<file path="config.mk">
export PLATFORM = sky130hd
export DESIGN_NAME = c_string_escape_decoder
export DESIGN_NICKNAME = d
export VERILOG_FILES = /design/src/csed_pkg.sv /design/src/csed_front.sv /design/src/csed_queue.sv /design/src/csed_back.sv /design/src/c_string_escape_decoder.sv
export SDC_FILE = /design/constraint.sdc
export NUM_CORES = 1
export LEC_CHECK = 0
export BUFFER_PORTS_ARGS = -buffer_cell sky130_fd_sc_hd__buf_2
export CAP_MARGIN = 20
export CELL_PAD_IN_SITES_DETAIL_PLACEMENT = 1
export CELL_PAD_IN_SITES_GLOBAL_PLACEMENT = 2
export CORE_ASPECT_RATIO = 1.1
export CORE_MARGIN = 8
export CORE_UTILIZATION = 37
export CTS_CLUSTER_SIZE = 12
export DETAILED_ROUTE_END_ITERATION = 12
export PLACE_DENSITY = 0.89
export SYNTH_ARGS = -nofsm -noshare
export SYNTH_HDL_FRONTEND = slang
export SYNTH_HIERARCHICAL = 1
export SYNTH_SLANG_ARGS = --single-unit
</file>
<file path="constraint.sdc">
create_clock -name clk -period 3.4 [get_ports clk]
set_input_delay 0.17 -clock clk [delete_from_list [all_inputs] [get_ports clk]]
set_output_delay 0.17 -clock clk [all_outputs]
set_load 0.02 [all_outputs]
</file>
<file path="src/csed_pkg.sv">
// Package: shared types, character codes and decode helpers for the escape decoder.
`default_nettype none
package csed_pkg;

  typedef enum logic [1:0] {
    MODE_NORMAL = 2'd0,
    MODE_ESCAPE = 2'd1,
    MODE_OCTAL  = 2'd2,
    MODE_HEX    = 2'd3
  } mode_t;

  localparam logic [7:0] CH_BACKSLASH = 8'h5C;
  localparam logic [7:0] CH_X         = 8'h78;
  localparam logic [7:0] CH_ZERO      = 8'h30;
  localparam logic [7:0] CH_SEVEN     = 8'h37;
  localparam logic [7:0] CH_UPPER_A   = 8'h41;
  localparam logic [7:0] CH_UPPER_F   = 8'h46;
  localparam logic [7:0] CH_LOWER_A   = 8'h61;
  localparam logic [7:0] CH_LOWER_F   = 8'h66;
  localparam logic [7:0] CH_NINE      = 8'h39;

  localparam logic [1:0] ESC_DIGITS = 2'd2;

  localparam int unsigned QDEPTH = 4;
  localparam int unsigned QPTR_W = 2;
  localparam int unsigned QLVL_W = 3;

  typedef struct packed {
    logic [7:0] data;
    logic       summary;
    logic       last;
  } entry_t;

  typedef struct packed {
    logic   v0;
    logic   v1;
    entry_t e0;
    entry_t e1;
  } push_t;

  typedef struct packed {
    logic              empty;
    logic              room;
    logic [QLVL_W-1:0] level;
  } qstat_t;

  // Returns {valid, value} for a hex digit character.
  function automatic logic [4:0] hex_value(input logic [7:0] ch);
    logic [4:0] r;
    r = 5'd0;
    if (ch >= CH_ZERO && ch <= CH_NINE) begin
      r = {1'b1, 4'(ch - CH_ZERO)};
    end else if (ch >= CH_UPPER_A && ch <= CH_UPPER_F) begin
      r = {1'b1, 4'(ch - CH_UPPER_A + 8'd10)};
    end else if (ch >= CH_LOWER_A && ch <= CH_LOWER_F) begin
      r = {1'b1, 4'(ch - CH_LOWER_A + 8'd10)};
    end
    return r;
  endfunction

  function automatic logic [7:0] map_escape(input logic [7:0] ch);
    logic [7:0] r;
    unique case (ch)
      8'h61:   r = 8'h07;
      8'h62:   r = 8'h08;
      8'h66:   r = 8'h0C;
      8'h6E:   r = 8'h0A;
      8'h72:   r = 8'h0D;
      8'h74:   r = 8'h09;
      8'h76:   r = 8'h0B;
      default: r = ch;
    endcase
    return r;
  endfunction

endpackage
`default_nettype wire

</file>
<file path="src/csed_front.sv">
// Front end: accepts characters, tracks the escape state and emits up to two result entries.
`default_nettype none
module csed_front (
  input  wire logic           clk,
  input  wire logic           rst_n,
  input  wire logic           accept,
  input  wire logic [7:0]     char_byte,
  input  wire logic           string_end,
  output csed_pkg::push_t     push,
  output csed_pkg::mode_t     mode
);
  import csed_pkg::*;

  mode_t      mode_r, mode_nxt;
  logic [8:0] acc_r, acc_nxt;
  logic [1:0] dr_r, dr_nxt;

  logic       is_bs, is_x, oct_dig, hex_dig, dr_nz;
  logic [4:0] hv;
  logic [8:0] acc_oct, acc_hex;
  entry_t     ent_char, ent_sum, ent_acc, ent_oct, ent_hex;

  assign is_bs   = (char_byte == CH_BACKSLASH);
  assign is_x    = (char_byte == CH_X);
  assign oct_dig = (char_byte >= CH_ZERO) && (char_byte <= CH_SEVEN);
  assign hv      = hex_value(char_byte);
  assign hex_dig = hv[4];
  assign dr_nz   = (dr_r != 2'd0);
  assign acc_oct = {acc_r[5:0], char_byte[2:0]};
  assign acc_hex = {acc_r[4:0], hv[3:0]};

  assign ent_char = '{data: char_byte, summary: 1'b0, last: 1'b0};
  assign ent_sum  = '{data: 8'd0, summary: 1'b1, last: 1'b0};
  assign ent_acc  = '{data: acc_r[7:0], summary: 1'b0, last: 1'b0};
  assign ent_oct  = '{data: acc_oct[7:0], summary: 1'b0, last: 1'b0};
  assign ent_hex  = '{data: acc_hex[7:0], summary: 1'b0, last: 1'b0};

  // Next state.
  always_comb begin
    mode_nxt = mode_r;
    acc_nxt  = acc_r;
    dr_nxt   = dr_r;
    if (string_end) begin
      mode_nxt = MODE_NORMAL;
      acc_nxt  = 9'd0;
      dr_nxt   = 2'd0;
    end else begin
      unique case (mode_r)
        MODE_NORMAL: begin
          if (is_bs) mode_nxt = MODE_ESCAPE;
        end
        MODE_ESCAPE: begin
          if (oct_dig) begin
            mode_nxt = MODE_OCTAL;
            acc_nxt  = {6'd0, char_byte[2:0]};
            dr_nxt   = ESC_DIGITS;
          end else if (is_x) begin
            mode_nxt = MODE_HEX;
            acc_nxt  = 9'd0;
            dr_nxt   = ESC_DIGITS;
          end else begin
            mode_nxt = MODE_NORMAL;
          end
        end
        MODE_OCTAL, MODE_HEX: begin
          if ((mode_r == MODE_OCTAL ? oct_dig : hex_dig) && dr_nz) begin
            if (dr_r == 2'd1) begin
              mode_nxt = MODE_NORMAL;
              acc_nxt  = 9'd0;
              dr_nxt   = 2'd0;
            end else begin
              acc_nxt = (mode_r == MODE_OCTAL) ? acc_oct : acc_hex;
              dr_nxt  = dr_r - 2'd1;
            end
          end else begin
            // The pending value is flushed and the character is handled as plain input.
            mode_nxt = is_bs ? MODE_ESCAPE : MODE_NORMAL;
            acc_nxt  = 9'd0;
            dr_nxt   = 2'd0;
          end
        end
        default: mode_nxt = MODE_NORMAL;
      endcase
    end
  end

  // Result entries.
  always_comb begin
    push = '0;
    if (string_end) begin
      unique case (mode_r)
        MODE_ESCAPE: begin
          push.v0 = 1'b1;
          push.e0 = '{data: 8'd0, summary: 1'b0, last: 1'b0};
          push.v1 = 1'b1;
          push.e1 = ent_sum;
        end
        MODE_OCTAL, MODE_HEX: begin
          push.v0 = 1'b1;
          push.e0 = ent_acc;
          push.v1 = 1'b1;
          push.e1 = ent_sum;
        end
        default: begin
          push.v0 = 1'b1;
          push.e0 = ent_sum;
        end
      endcase
    end else begin
      unique case (mode_r)
        MODE_NORMAL: begin
          push.v0 = !is_bs;
          push.e0 = ent_char;
        end
        MODE_ESCAPE: begin
          push.v0 = !oct_dig && !is_x;
          push.e0 = '{data: map_escape(char_byte), summary: 1'b0, last: 1'b0};
        end
        MODE_OCTAL, MODE_HEX: begin
          if ((mode_r == MODE_OCTAL ? oct_dig : hex_dig) && dr_nz) begin
            push.v0 = (dr_r == 2'd1);
            push.e0 = (mode_r == MODE_OCTAL) ? ent_oct : ent_hex;
          end else begin
            push.v0 = 1'b1;
            push.e0 = ent_acc;
            push.v1 = !is_bs;
            push.e1 = ent_char;
          end
        end
        default: push = '0;
      endcase
    end
    push.e0.last = !push.v1;
    push.e1.last = 1'b1;
    push.v0      = push.v0 & accept;
    push.v1      = push.v1 & accept;
  end

  always_ff @(posedge clk) begin
    if (!rst_n) begin
      mode_r <= MODE_NORMAL;
      acc_r  <= 9'd0;
      dr_r   <= 2'd0;
    end else if (accept) begin
      mode_r <= mode_nxt;
      acc_r  <= acc_nxt;
      dr_r   <= dr_nxt;
    end
  end

  assign mode = mode_r;

endmodule
`default_nettype wire

</file>
<file path="src/csed_queue.sv">
// Result queue: takes up to two entries per cycle from the front end, gives one per cycle when popped.
`default_nettype none
module csed_queue (
  input  wire logic             clk,
  input  wire logic             rst_n,
  input  wire csed_pkg::push_t  push,
  input  wire logic             pop,
  output csed_pkg::entry_t      head,
  output csed_pkg::qstat_t      stat
);
  import csed_pkg::*;

  entry_t              mem_r [QDEPTH];
  logic [QPTR_W-1:0]   wr_ptr_r, wr_ptr_nxt, rd_ptr_r, wr_p1;
  logic [QLVL_W-1:0]   level_r, level_nxt;

  assign wr_p1      = wr_ptr_r + QPTR_W'(1);
  assign wr_ptr_nxt = wr_ptr_r + QPTR_W'(push.v0) + QPTR_W'(push.v1);
  assign level_nxt  = level_r + QLVL_W'(push.v0) + QLVL_W'(push.v1) - QLVL_W'(pop);

  always_ff @(posedge clk) begin
    if (push.v0) mem_r[wr_ptr_r] <= push.e0;
    if (push.v1) mem_r[wr_p1]    <= push.e1;
  end

  always_ff @(posedge clk) begin
    if (!rst_n) begin
      wr_ptr_r <= '0;
      rd_ptr_r <= '0;
      level_r  <= '0;
    end else begin
      wr_ptr_r <= wr_ptr_nxt;
      level_r  <= level_nxt;
      if (pop) rd_ptr_r <= rd_ptr_r + QPTR_W'(1);
    end
  end

  assign head       = mem_r[rd_ptr_r];
  assign stat.empty = (level_r == '0);
  assign stat.room  = (level_r <= QLVL_W'(QDEPTH - 2));
  assign stat.level = level_r;

endmodule
`default_nettype wire

</file>
<file path="src/csed_back.sv">
// Back end: counts decoded bytes and holds the result in the output register.
`default_nettype none
module csed_back #(
  parameter int unsigned LENGTH_BITS = 16
) (
  input  wire logic             clk,
  input  wire logic             rst_n,
  input  wire csed_pkg::entry_t head,
  input  wire csed_pkg::qstat_t stat,
  output logic                  pop,
  output logic                  out_valid,
  input  wire logic             out_ready,
  output logic [7:0]            out_decoded_byte,
  output logic [15:0]           out_length_so_far,
  output logic                  out_is_summary,
  output logic                  out_last_of_run
);
  import csed_pkg::*;

  logic [LENGTH_BITS-1:0] cnt_r, cnt_nxt, cnt_inc, cnt_rep;
  logic [32:0]            cnt_ext;
  logic                   vld_r;
  logic [7:0]             byte_r;
  logic [15:0]            len_r, len_nxt;
  logic                   sum_r, last_r;

  assign pop     = !stat.empty && (!vld_r || out_ready);
  assign cnt_inc = (cnt_r == '1) ? cnt_r : cnt_r + LENGTH_BITS'(1);
  assign cnt_rep = head.summary ? cnt_r : cnt_inc;
  assign cnt_nxt = head.summary ? '0 : cnt_inc;
  assign cnt_ext = 33'(cnt_rep);
  // The reported length is capped at 16 bits for counter widths up to 33 bits.
  assign len_nxt = (|cnt_ext[32:16]) ? 16'hFFFF : cnt_ext[15:0];

  always_ff @(posedge clk) begin
    if (!rst_n) begin
      vld_r <= 1'b0;
      cnt_r <= '0;
    end else begin
      if (pop) begin
        vld_r <= 1'b1;
        cnt_r <= cnt_nxt;
      end else if (out_ready) begin
        vld_r <= 1'b0;
      end
    end
  end

  always_ff @(posedge clk) begin
    if (pop) begin
      byte_r <= head.data;
      len_r  <= len_nxt;
      sum_r  <= head.summary;
      last_r <= head.last;
    end
  end

  assign out_valid         = vld_r;
  assign out_decoded_byte  = byte_r;
  assign out_length_so_far = len_r;
  assign out_is_summary    = sum_r;
  assign out_last_of_run   = last_r;

endmodule
`default_nettype wire

</file>
<file path="src/c_string_escape_decoder.sv">
// Streaming C string escape decoder: one source character per cycle in while the result
// queue has room, decoded bytes out. A result passes through the result queue and then the
// output register; a character that yields two results puts both into the four-entry
// result queue between front and back end, which hands them on one at a time.
// Reset (rst_n low, synchronous) returns to normal mode, clears the length count and
// empties the queue and output register.
`default_nettype none
module c_string_escape_decoder #(
  parameter int unsigned LENGTH_BITS = 16
) (
  input  wire logic        clk,
  input  wire logic        rst_n,
  input  wire logic        in_valid,
  output logic             in_ready,
  input  wire logic [7:0]  in_char_byte,
  input  wire logic        in_string_end,
  output logic             out_valid,
  input  wire logic        out_ready,
  output logic [7:0]       out_decoded_byte,
  output logic [15:0]      out_length_so_far,
  output logic             out_is_summary,
  output logic             out_last_of_run
);
  import csed_pkg::*;

  logic   accept;
  logic   pop;
  push_t  push;
  entry_t head;
  qstat_t stat;
  mode_t  mode;

  assign in_ready = stat.room;
  assign accept   = in_valid && in_ready;

  csed_front u_front (
    .clk        (clk),
    .rst_n      (rst_n),
    .accept     (accept),
    .char_byte  (in_char_byte),
    .string_end (in_string_end),
    .push       (push),
    .mode       (mode)
  );

  csed_queue u_queue (
    .clk   (clk),
    .rst_n (rst_n),
    .push  (push),
    .pop   (pop),
    .head  (head),
    .stat  (stat)
  );

  csed_back #(
    .LENGTH_BITS (LENGTH_BITS)
  ) u_back (
    .clk               (clk),
    .rst_n             (rst_n),
    .head              (head),
    .stat              (stat),
    .pop               (pop),
    .out_valid         (out_valid),
    .out_ready         (out_ready),
    .out_decoded_byte  (out_decoded_byte),
    .out_length_so_far (out_length_so_far),
    .out_is_summary    (out_is_summary),
    .out_last_of_run   (out_last_of_run)
  );

`ifndef ASSERT_OFF
  a_queue_bound: assert property (@(posedge clk) disable iff (!rst_n)
    stat.level <= QLVL_W'(QDEPTH))
    else $error("result queue level exceeds its depth");

  a_end_resets_mode: assert property (@(posedge clk) disable iff (!rst_n)
    accept && in_string_end |=> mode == MODE_NORMAL)
    else $error("end of string did not return the decoder to normal mode");

  a_summary_zero: assert property (@(posedge clk) disable iff (!rst_n)
    out_valid && out_is_summary |-> out_decoded_byte == 8'd0 && out_last_of_run)
    else $error("summary result carries a byte or is not last of its run");

  a_pop_nonempty: assert property (@(posedge clk) disable iff (!rst_n)
    pop |-> !stat.empty)
    else $error("result queue popped while empty");
`endif

endmodule
`default_nettype wire

</file>
After elaboration in Yosys (flattened, before gate mapping)

Memory sizes are Yosys's and may differ from the RTL's. A register that Yosys moved wholly into a read port is not among the register bits.
Index checks and enable logic that the tools add are counted.
W data, S select, Z words.

Register bits after elaboration: 62
Bits in latches: 0
Input bits: 13
ROM bits: 0
Memories: 1
Output and inout port bits: 28
Memory bits (writable): 40

$add $sub $neg: 14
$mul: 0
Magnitude comparators: 8
Multiplexer cells: 50
Equal/unequal tests: 17
Bitwise gates (word level): 2
Shifts and indexed selects: 0
Divide/modulo/power cells: 0
Reductions and logical operators: 24

Memories:

| memory        | depth | width | rd ports | clocked after Yosys merged registers in | wr ports | line             | RTL |
|---|---|---|---|---|---|---|---|
| u_queue.mem_r | 4     | 10    | 1        | 1                                       | 2        | csed_queue.sv:13 | `entry_t mem_r [QDEPTH];` |

Operator list:

| cell                    | count |
|---|---|
| $eq A8 B7 Y1 const B    | 9 |
| $pmux W8 S7             | 1 |
| $mux W16                | 3 |
| $mux W8                 | 6 |
| $mux W10                | 4 |
| $pmux W10 S3            | 1 |
| $mux W2                 | 14 |
| $mux W22                | 1 |
| $pmux W10 S2            | 1 |
| $add A16 B1 Y16 const B | 1 |
| $eq A16 B16 Y1 const B  | 1 |
| $ge A8 B7 Y1 const B    | 2 |
| $le A8 B6 Y1 const B    | 2 |
| $le A8 B7 Y1 const B    | 2 |
| $pmux W8 S2             | 1 |
| $mux W5                 | 3 |
| $mux W1                 | 12 |
| $sub A4 B1 Y4 const B   | 3 |
| $add A4 B4 Y4 const B   | 2 |
| $ge A8 B6 Y1 const B    | 1 |
| $logic_and A1 B1 Y1     | 8 |
| $add A3 B1 Y3           | 2 |
| $logic_not A1 Y1        | 6 |
| $pmux W2 S3             | 1 |
| 21 further kinds        | 28 |

Longest topological paths before layout

Gate-level depths: netlist (run 1).

Depth after elaboration: 14
Gate-level depth with buffers: 14
Depth with buffers taken out: 14

By module

The synthesis (run 1) kept the hierarchy.

Modules (own cells, without submodules):

| module                  | times used | cells an instance | area each (µm²) |
|---|---|---|---|
| csed_queue              | 1          | 143               | 2372.3 |
| csed_back               | 1          | 217               | 2195.9 |
| csed_front              | 1          | 206               | 1467.7 |
| c_string_escape_decoder | 1          | 1                 | 6.3 |

Least setup slack after synthesis (run 1)

Ideal clock, no wire load.

Path kind: reg-to-reg
Start point: register u_back.vld_r (netlist: u_back/out_valid)
End point: register u_queue.level_r[2]
Buffers on the path: 1
Required time: 3.284 ns
Arrival: 3.339 ns
Setup time: 0.116 ns
Path slack: -0.055 ns
Cell stages (with the launch flop): 11
Period minus slack after synthesis: 3.455 ns
Path through: dfxtp_1 > nor2b_1 > or2_2 > clkbuf_1 > clkinv_1 > ha_1 > inv_1 > fa_1 > fa_1 > xor2_1 > nor2_1

Longest elaborated chain between the ends: 4

RTL lines:

| element                | line                          | RTL |
|---|---|---|
| start, declared        | csed_back.sv:22               | `logic vld_r;` |
| start signal, assigned | csed_back.sv:37               | `vld_r <= 1'b0;` |
| start signal, assigned | csed_back.sv:41               | `vld_r <= 1'b1;` |
| start signal, assigned | csed_back.sv:44               | `vld_r <= 1'b0;` |
| $logic_not A1 Y1       | csed_back.sv:27               | `assign pop = !stat.empty && (!vld_r \|\| out_ready);` |
| $logic_or A1 B1 Y1     | csed_back.sv:27               |  |
| $logic_and A1 B1 Y1    | csed_back.sv:27               |  |
| via pop                | c_string_escape_decoder.sv:27 | `logic pop;` |
| $sub A3 B1 Y3          | csed_queue.sv:19              | `assign level_nxt = level_r + QLVL_W'(push.v0) + QLVL_W'(push.v1) - QLVL_W'(pop);` |
| end signal, assigned   | csed_queue.sv:33              | `level_r <= level_nxt;` |
| end, declared          | csed_queue.sv:15              | `logic [QLVL_W-1:0] level_r, level_nxt;` |

The timed path passes the listed nets, and every way through them passes these cells.
A chain may end at the register's enable or synchronous reset.

==> summary.txt, run 1 <==
Worst setup path
  • Reg2Reg Capture Point: u_queue/level_r[2]$_SDFF_PN0_
  • Critical Path Stages: 13
  • Critical Path Sink: u_queue/level_r[2]$_SDFF_PN0_
  • Crit-path max cell delay: 0.38 ns
  • Top Family by Delay on Critical Path: adder cells
  • Crit path DAT: ~3.3 ns
  • Setup crit start: u_queue/level_r[1]$_SDFF_PN0_
  • Crit path required time: 3.64 ns
  • Crit-path slowest cell: fa_1
  • Reg2reg start: u_queue/level_r[1]$_SDFF_PN0_
  • R2R cell count: 13
  • Critical path endpoint category: flop
  • Buf+Inv Stages, Crit Path: 3
  • Cell Chain, Critical Path: inv_1 -> ha_1 -> a21o_1 -> and2_1 -> o31ai_4 -> a21oi_1 -> inv_1 -> ha_1 -> inv_1 -> fa_1 -> fa_1 -> xor2_1 -> nor2_1
  • Crit Path Category: reg -> reg
  • CP startpoint kind: flop
  • R2R Setup Slk: 0.30 ns
  • CP max FO: 6
  • Most used cell, CP: inv_1

Placement
  • Placer Congestion: around 0.90
  • Buffers added on ports: 40
  • Detailed placer's ending HPWL: 11,900 µm

Logic synthesis
  • Synth cell types: 74
  • Synth warn: 6
  • Avg Inst Size Synth: 10.7 µm²
  • Sequential share of the synthesized area: 45.4%
  • Ys flop type: edfxtp_1
  • Syn Std Cell Area: just over 6000 µm²
  • #FFs+latches synth: 104
  • Synth area leader: edfxtp_1
  • Area contributors post-synth: edfxtp_1 (33%), dfxtp_1 (13%), mux2_2 (6.5%)
  • Area share of the largest cell type after synthesis: 32.8%
  • Net Count, Synth: 593
  • Number of flops mapped to enable cells by yosys: 66
  • Synth async-reset ratio: 0%
  • Post-synthesis instance total: about 570

Worst hold path
  • Min-delay worst type: in -> reg

Flow run
  • Maxcap violations: 0

Cells and area
  • Storage cell area: 2740 µm²
  • Synth-to-Final Area Change: 11.4%
  • N_diodes: 0
  • Ratio of cells with drive above 1 in the final layout: 23.8%
  • Post-layout util: 41.6%
  • Nets@finish: 629
  • Multi-input logic area: 2980 µm²
  • Fillcell total: 1,824

Clock tree
  • Clock root buffer: clkbuf_16
  • CTS H-tree depth: 3
  • Hold_buf cts: 0
  • CTS Buf Count: 9
  • Clock Latency Late Sink: 0.35 ns
  • Sink Count: 104
  • CTS max path bufs: 2
  • Cts repair resizes: 0
  • Clk pin slew, worst setup/hold paths: 0.07 ns
  • Post-CTS setup buffers: 0
  • CTS tree: built

Power and ir drop
  • Leak: 2.36 nW
  • PD cells: 602 nW/µm²
  • Peak VDD IR: 303 µV

Timing
  • Hold WS: 0.163 ns
  • F_max: 323 MHz
  • Tcrit/Tclk final: between 90% and 100%
  • Fin Setup TNS: 0 ns
  • Slew @ Worst Pin: 0.809 ns
  • Final hold vios: 0
  • Crit path time final: 3.10 ns
  • RSZ-0062 raised after global routing: no
  • Max_slew headroom: 45.2%
  • Clock Skew: 0.0162 ns
  • Final setup viols: 0
  • Fin. max-slew vios: 0

Die
  • # IOs: 41
  • Core area: between 15,000 and 20,000 µm²
  • Row cnt: slightly below 50
  • Die height: roughly 150 µm
  • Die area: 20,700 µm²
  • Initial Utilization: 37.3%
  • Die width: 138 µm

GRT
  • Initial antenna violation count: 0
  • GR Overflow Total: 0
  • Total GRT Usage: 16.2%
  • Largest net degree at the start of global routing: 38
  • Vias in the first global route: around 5,000
  • First-pass GRT wire length: 26,400 µm

Route
  • Vias: ~4,700
  • First-pass DRT Iterations: 5
  • Starting DRT DRC Count: 381
  • Drt via density: 5.81
  • Routed length per placed instance: between 20 and 25 µm
  • DR DRC count: 0
  • Routed wire length: 16,400 µm
  • ANT nets after route: 0

Outcome
  • Status: finished, final reports clean
==> metal layers <==
layer  GRT usage [%]  vias to the layer above  share of wire (%)
li1                -                     2224                  -
met1            20.4                     2343                 44
met2            26.9                      129                 49
met3            3.63                       23                5.0
met4            5.22                        0                1.8
met5               0                        -                  0
==> cell families (layout without fill, tap and decap cells) <==
group           Yosys count  count (layout)  synth area share [%]
fa+ha+maj                13              13                  3.06
mux                      64              64                  13.6
buf+inv                  63             104                  5.28
simple gates            198             198                  18.0
xor+xnor                 13              13                  1.88
compound gates          111             111                  12.7
flops                   104             104                  45.4
other cells               1               1                0.0621
==> where the power goes <==
group / internal [W] / total (W) / switching [W]
Clock: 0.000500 / 0.000988 / 0.000487
Combinational: 0.000443 / 0.00128 / 0.000840
Sequential: 0.00167 / 0.00178 / 0.000112
Total: 0.00261 / 0.00405 / 0.00144
==> per-stage QoR <==
stage | cells | total power (W) | area (µm²) | setup slack, ns
final | 812 | 0.00405 | 6730 | 0.300
after global routing | 812 | 0.00428 | 6730 | 0.0244
after CTS | 812 | 0.00411 | 6730 | 0.270
after detailed placement | 796 | 0.00312 | 6460 | -0.0223
after global placement | 796 | 0.00306 | 6460 | 0.162
after floorplan | 567 | 0.00265 | 6040 | 0.248
==> tightest hold or removal path, delay by kind of cell <==
family / cells / cell delay [ns]
AO/OA/AOI/OAI: 1 / 0.06
AND/OR/NAND/NOR: 1 / 0.08
buffers and inverters: 2 / 0.14
==> layout make-up <==
cell class	instances	share of cell area, %
clock buffers	10	3.40
clock inverters	6	0.632
inverters	22	1.25
multi-input cells	400	44.3
flip-flops and latches	104	40.8
well taps	204	3.79
repair buffers	66	5.88
==> layout by cell type (no fill, tap or decap), types with 10 or more instances in the layout <==
cell type  count
dfxtp_1       38
o21ai_0       20
nand4_1       13
edfxtp_1      66
nand2_1       36
mux2i_1       10
mux4_2        10
nor3_1        18
mux2_2        35
and2_1        10
nor2_1        33
ha_1          10
inv_1         20
a21oi_1       22
buf_2         40
nand3_1       33
buf_4         26
==> flip-flops by register name, indices dropped and copies added (netlist names), 2 cells and up, named ones only <==
name	cells
u_queue/rd_ptr_r	2
u_back/out_decoded_byte	8
u_back/cnt_r	16
u_queue/wr_ptr_r	2
u_front/dr_r	2
u_front/acc_r	8
u_back/out_length_so_far	16
u_queue/mem_r	40
u_queue/level_r	3
u_front/mode	2
==> synthesized netlist by cell type, types with 10 or more instances <==
cell type / n
a21oi_1: 22
and2_1: 10
clkbuf_1: 14
dfxtp_1: 38
edfxtp_1: 66
ha_1: 10
inv_1: 20
mux2_2: 35
mux2i_1: 10
mux4_2: 10
nand2_1: 36
nand3_1: 33
nand4_1: 13
nor2_1: 33
nor3_1: 18
o21ai_0: 20
==> worst min-delay path by stage <==
stage | start | end | slack (ns) | depth (start not counted)
6_report | out_ready | u_back/out_valid$_SDFFE_PN0P_ | 0.16 | 4
5_1_grt | out_ready | u_back/out_valid$_SDFFE_PN0P_ | 0.21 | 4
4_1_cts | out_ready | u_back/out_valid$_SDFFE_PN0P_ | 0.16 | 4
3_5_place_dp | u_front/acc_r[6]$_SDFFE_PN0P_ | u_front/acc_r[6]$_SDFFE_PN0P_ | 0.47 | 2
3_3_place_gp | u_front/acc_r[7]$_SDFFE_PN0P_ | u_front/acc_r[7]$_SDFFE_PN0P_ | 0.46 | 2
2_1_floorplan | rst_n | u_queue/level_r[0]$_SDFF_PN0_ | 0.29 | 1
(Power assumes the default switching activity.)
==> run 2: changes to the inputs <==
- RECOVER_POWER: unset -> 100
==> run 2 against run 1 <==
- global-route usage is the same
- clock power is essentially flat
- final cell count is the same
- highest routed layer unchanged
==> summary.txt, run 2 (synthesis results as in run 1) <==
Outcome
  • Status: finished, final reports clean

Clock tree
  • Hold_buf cts: 0
  • Cts repair resizes: 0
  • CTS H-tree depth: 3
  • CTS tree: built
  • CTS Buf Count: 9
  • CTS max path bufs: 2
  • Clock Latency Late Sink: 0.36 ns
  • Sink Count: 104
  • Post-CTS setup buffers: 0
  • Clk pin slew, worst setup/hold paths: 0.08 ns
  • Clock root buffer: clkbuf_16

Die
  • Die width: 138 µm
  • Die height: 150 µm
  • # IOs: 41
  • Initial Utilization: a little under two fifths
  • Die area: roughly 21,000 µm²
  • Core area: 16,200 µm²
  • Row cnt: 49

Cells and area
  • N_diodes: 0
  • Synth-to-Final Area Change: 10.3%
  • Fillcell total: 1,834
  • Final Non-Filler Cells: roughly 810
  • Commonest non-fill, non-tap cells in the layout: edfxtp_1 (66), dfxtp_1 (38), nand2_1 (36)
  • Ratio of cells with drive above 1 in the final layout: 18.3%
  • Biggest register: u_queue/mem_r
  • Commonest non-fill, non-tap cell in the layout: edfxtp_1
  • Post-layout util: ~41%
  • Nets@finish: between 600 and 700
  • Max reg flops: 40

Route
  • Starting DRT DRC Count: 379
  • First-pass DRT Iterations: 5
  • Vias: approximately 4,700
  • ANT nets after route: 0
  • Drt via density: 5.83
  • DR DRC count: 0
  • Routed length per placed instance: 20.2 µm
  • Routed wire length: between 15,000 and 20,000 µm

Placement
  • Dpl cells: 796
  • Buffers added on ports: 40
  • Detailed placer's ending HPWL: roughly 12,000 µm
  • Placer Congestion: 0.902

GRT
  • Largest net degree at the start of global routing: 38
  • Initial antenna violation count: 0
  • Vias in the first global route: 4,953
  • Total GRT Usage: 16.2%
  • First-pass GRT wire length: 26,400 µm
  • GR Overflow Total: 0

Timing
  • Crit path time final: 3.14 ns
  • F_max: 319 MHz
  • Final setup viols: 0
  • Slew @ Worst Pin: approximately 0.94 ns
  • Final hold vios: 0
  • Fin. max-slew vios: 0
  • RSZ-0062 raised after global routing: no
  • Tcrit/Tclk final: 92.3%
  • Fin Setup TNS: 0 ns
  • Hold WS: approximately 0.16 ns
  • Max_slew headroom: between 30% and 40%
  • Clock Skew: between 0.015 and 0.02 ns

Worst setup path
  • Reg2Reg Capture Point: u_queue/mem_r[1][9]$_DFFE_PP_
  • Critical Path Sink: u_queue/mem_r[1][9]$_DFFE_PP_
  • R2R Setup Slk: about 0.26 ns
  • Reg2reg start: u_front/mode[0]$_SDFFE_PN0P_
  • R2R cell count: 8
  • Critical path endpoint category: flop
  • Setup crit start: u_front/mode[0]$_SDFFE_PN0P_
  • Crit path required time: 3.49 ns
  • CP max FO: 10
  • CP startpoint kind: flop
  • Crit Path Category: reg -> reg
  • Crit path DAT: between 3 and 4 ns

Power and ir drop
  • Leak: 2.25 nW
  • Peak VDD IR: 305 µV
  • PD cells: approximately 600 nW/µm²

Worst hold path
  • Min-delay worst type: in -> reg
  • Hold Startpoint: out_ready

Flow run
  • Maxcap violations: 0
==> run 2: per-layer routing <==
| metal | vias to the layer above | GRT usage (%) | wire [µm] |
|---|---|---|---|
| met3 | 19 | 3.63 | 893 |
| li1 | 2221 | - | - |
| met1 | 2365 | 20.4 | 7230 |
| met5 | - | 0 | 0 |
| met4 | 0 | 5.22 | 274 |
| met2 | 129 | 26.9 | 8000 |
==> run 2: area by class of cell <==
class / count / area (µm²) / area share (%)
clock buffers: 10 / 229 / 3.44
clock inverters: 6 / 42.5 / 0.639
inverters: 22 / 83.8 / 1.26
multi-input cells: 400 / 2980 / 44.7
flip-flops and latches: 104 / 2740 / 41.2
well taps: 204 / 255 / 3.83
repair buffers: 66 / 328 / 4.92
==> run 2: worst min path at each step <==
stage	slack [ns]	depth (start not counted)	to
4_1_cts	0.16	4	u_back/out_valid$_SDFFE_PN0P_
3_5_place_dp	0.47	2	u_front/acc_r[6]$_SDFFE_PN0P_
3_3_place_gp	0.46	2	u_front/acc_r[7]$_SDFFE_PN0P_
6_report	0.16	4	u_back/out_valid$_SDFFE_PN0P_
5_1_grt	0.21	4	u_back/out_valid$_SDFFE_PN0P_
2_1_floorplan	0.29	1	u_queue/level_r[0]$_SDFF_PN0_
==> run 2: power breakdown <==
group | switching (W) | internal [W]
Sequential | 0.000117 | 0.00168
Combinational | 0.000837 | 0.000375
Clock | 0.000488 | 0.000500
==> run 2: stage by stage <==
stage	setup WS [ns]	area, µm²	power [W]
final	0.263	6660	0.00399
after global routing	0.0197	6660	0.00422
after CTS	0.270	6730	0.00411
after detailed placement	-0.0223	6460	0.00312
after global placement	0.162	6460	0.00306
after floorplan	0.248	6040	0.00265
==> run 2: worst max-delay path, stage by stage (launching register included) <==
cell and delay (ns):
dfxtp_1 0.38, nor2b_1 0.28, nor4_4 0.10, o21bai_2 0.27, a31oi_1 0.28, nor2b_1 0.52, nor3b_1 0.31, clkbuf_2 0.35
mux2_2 0.38
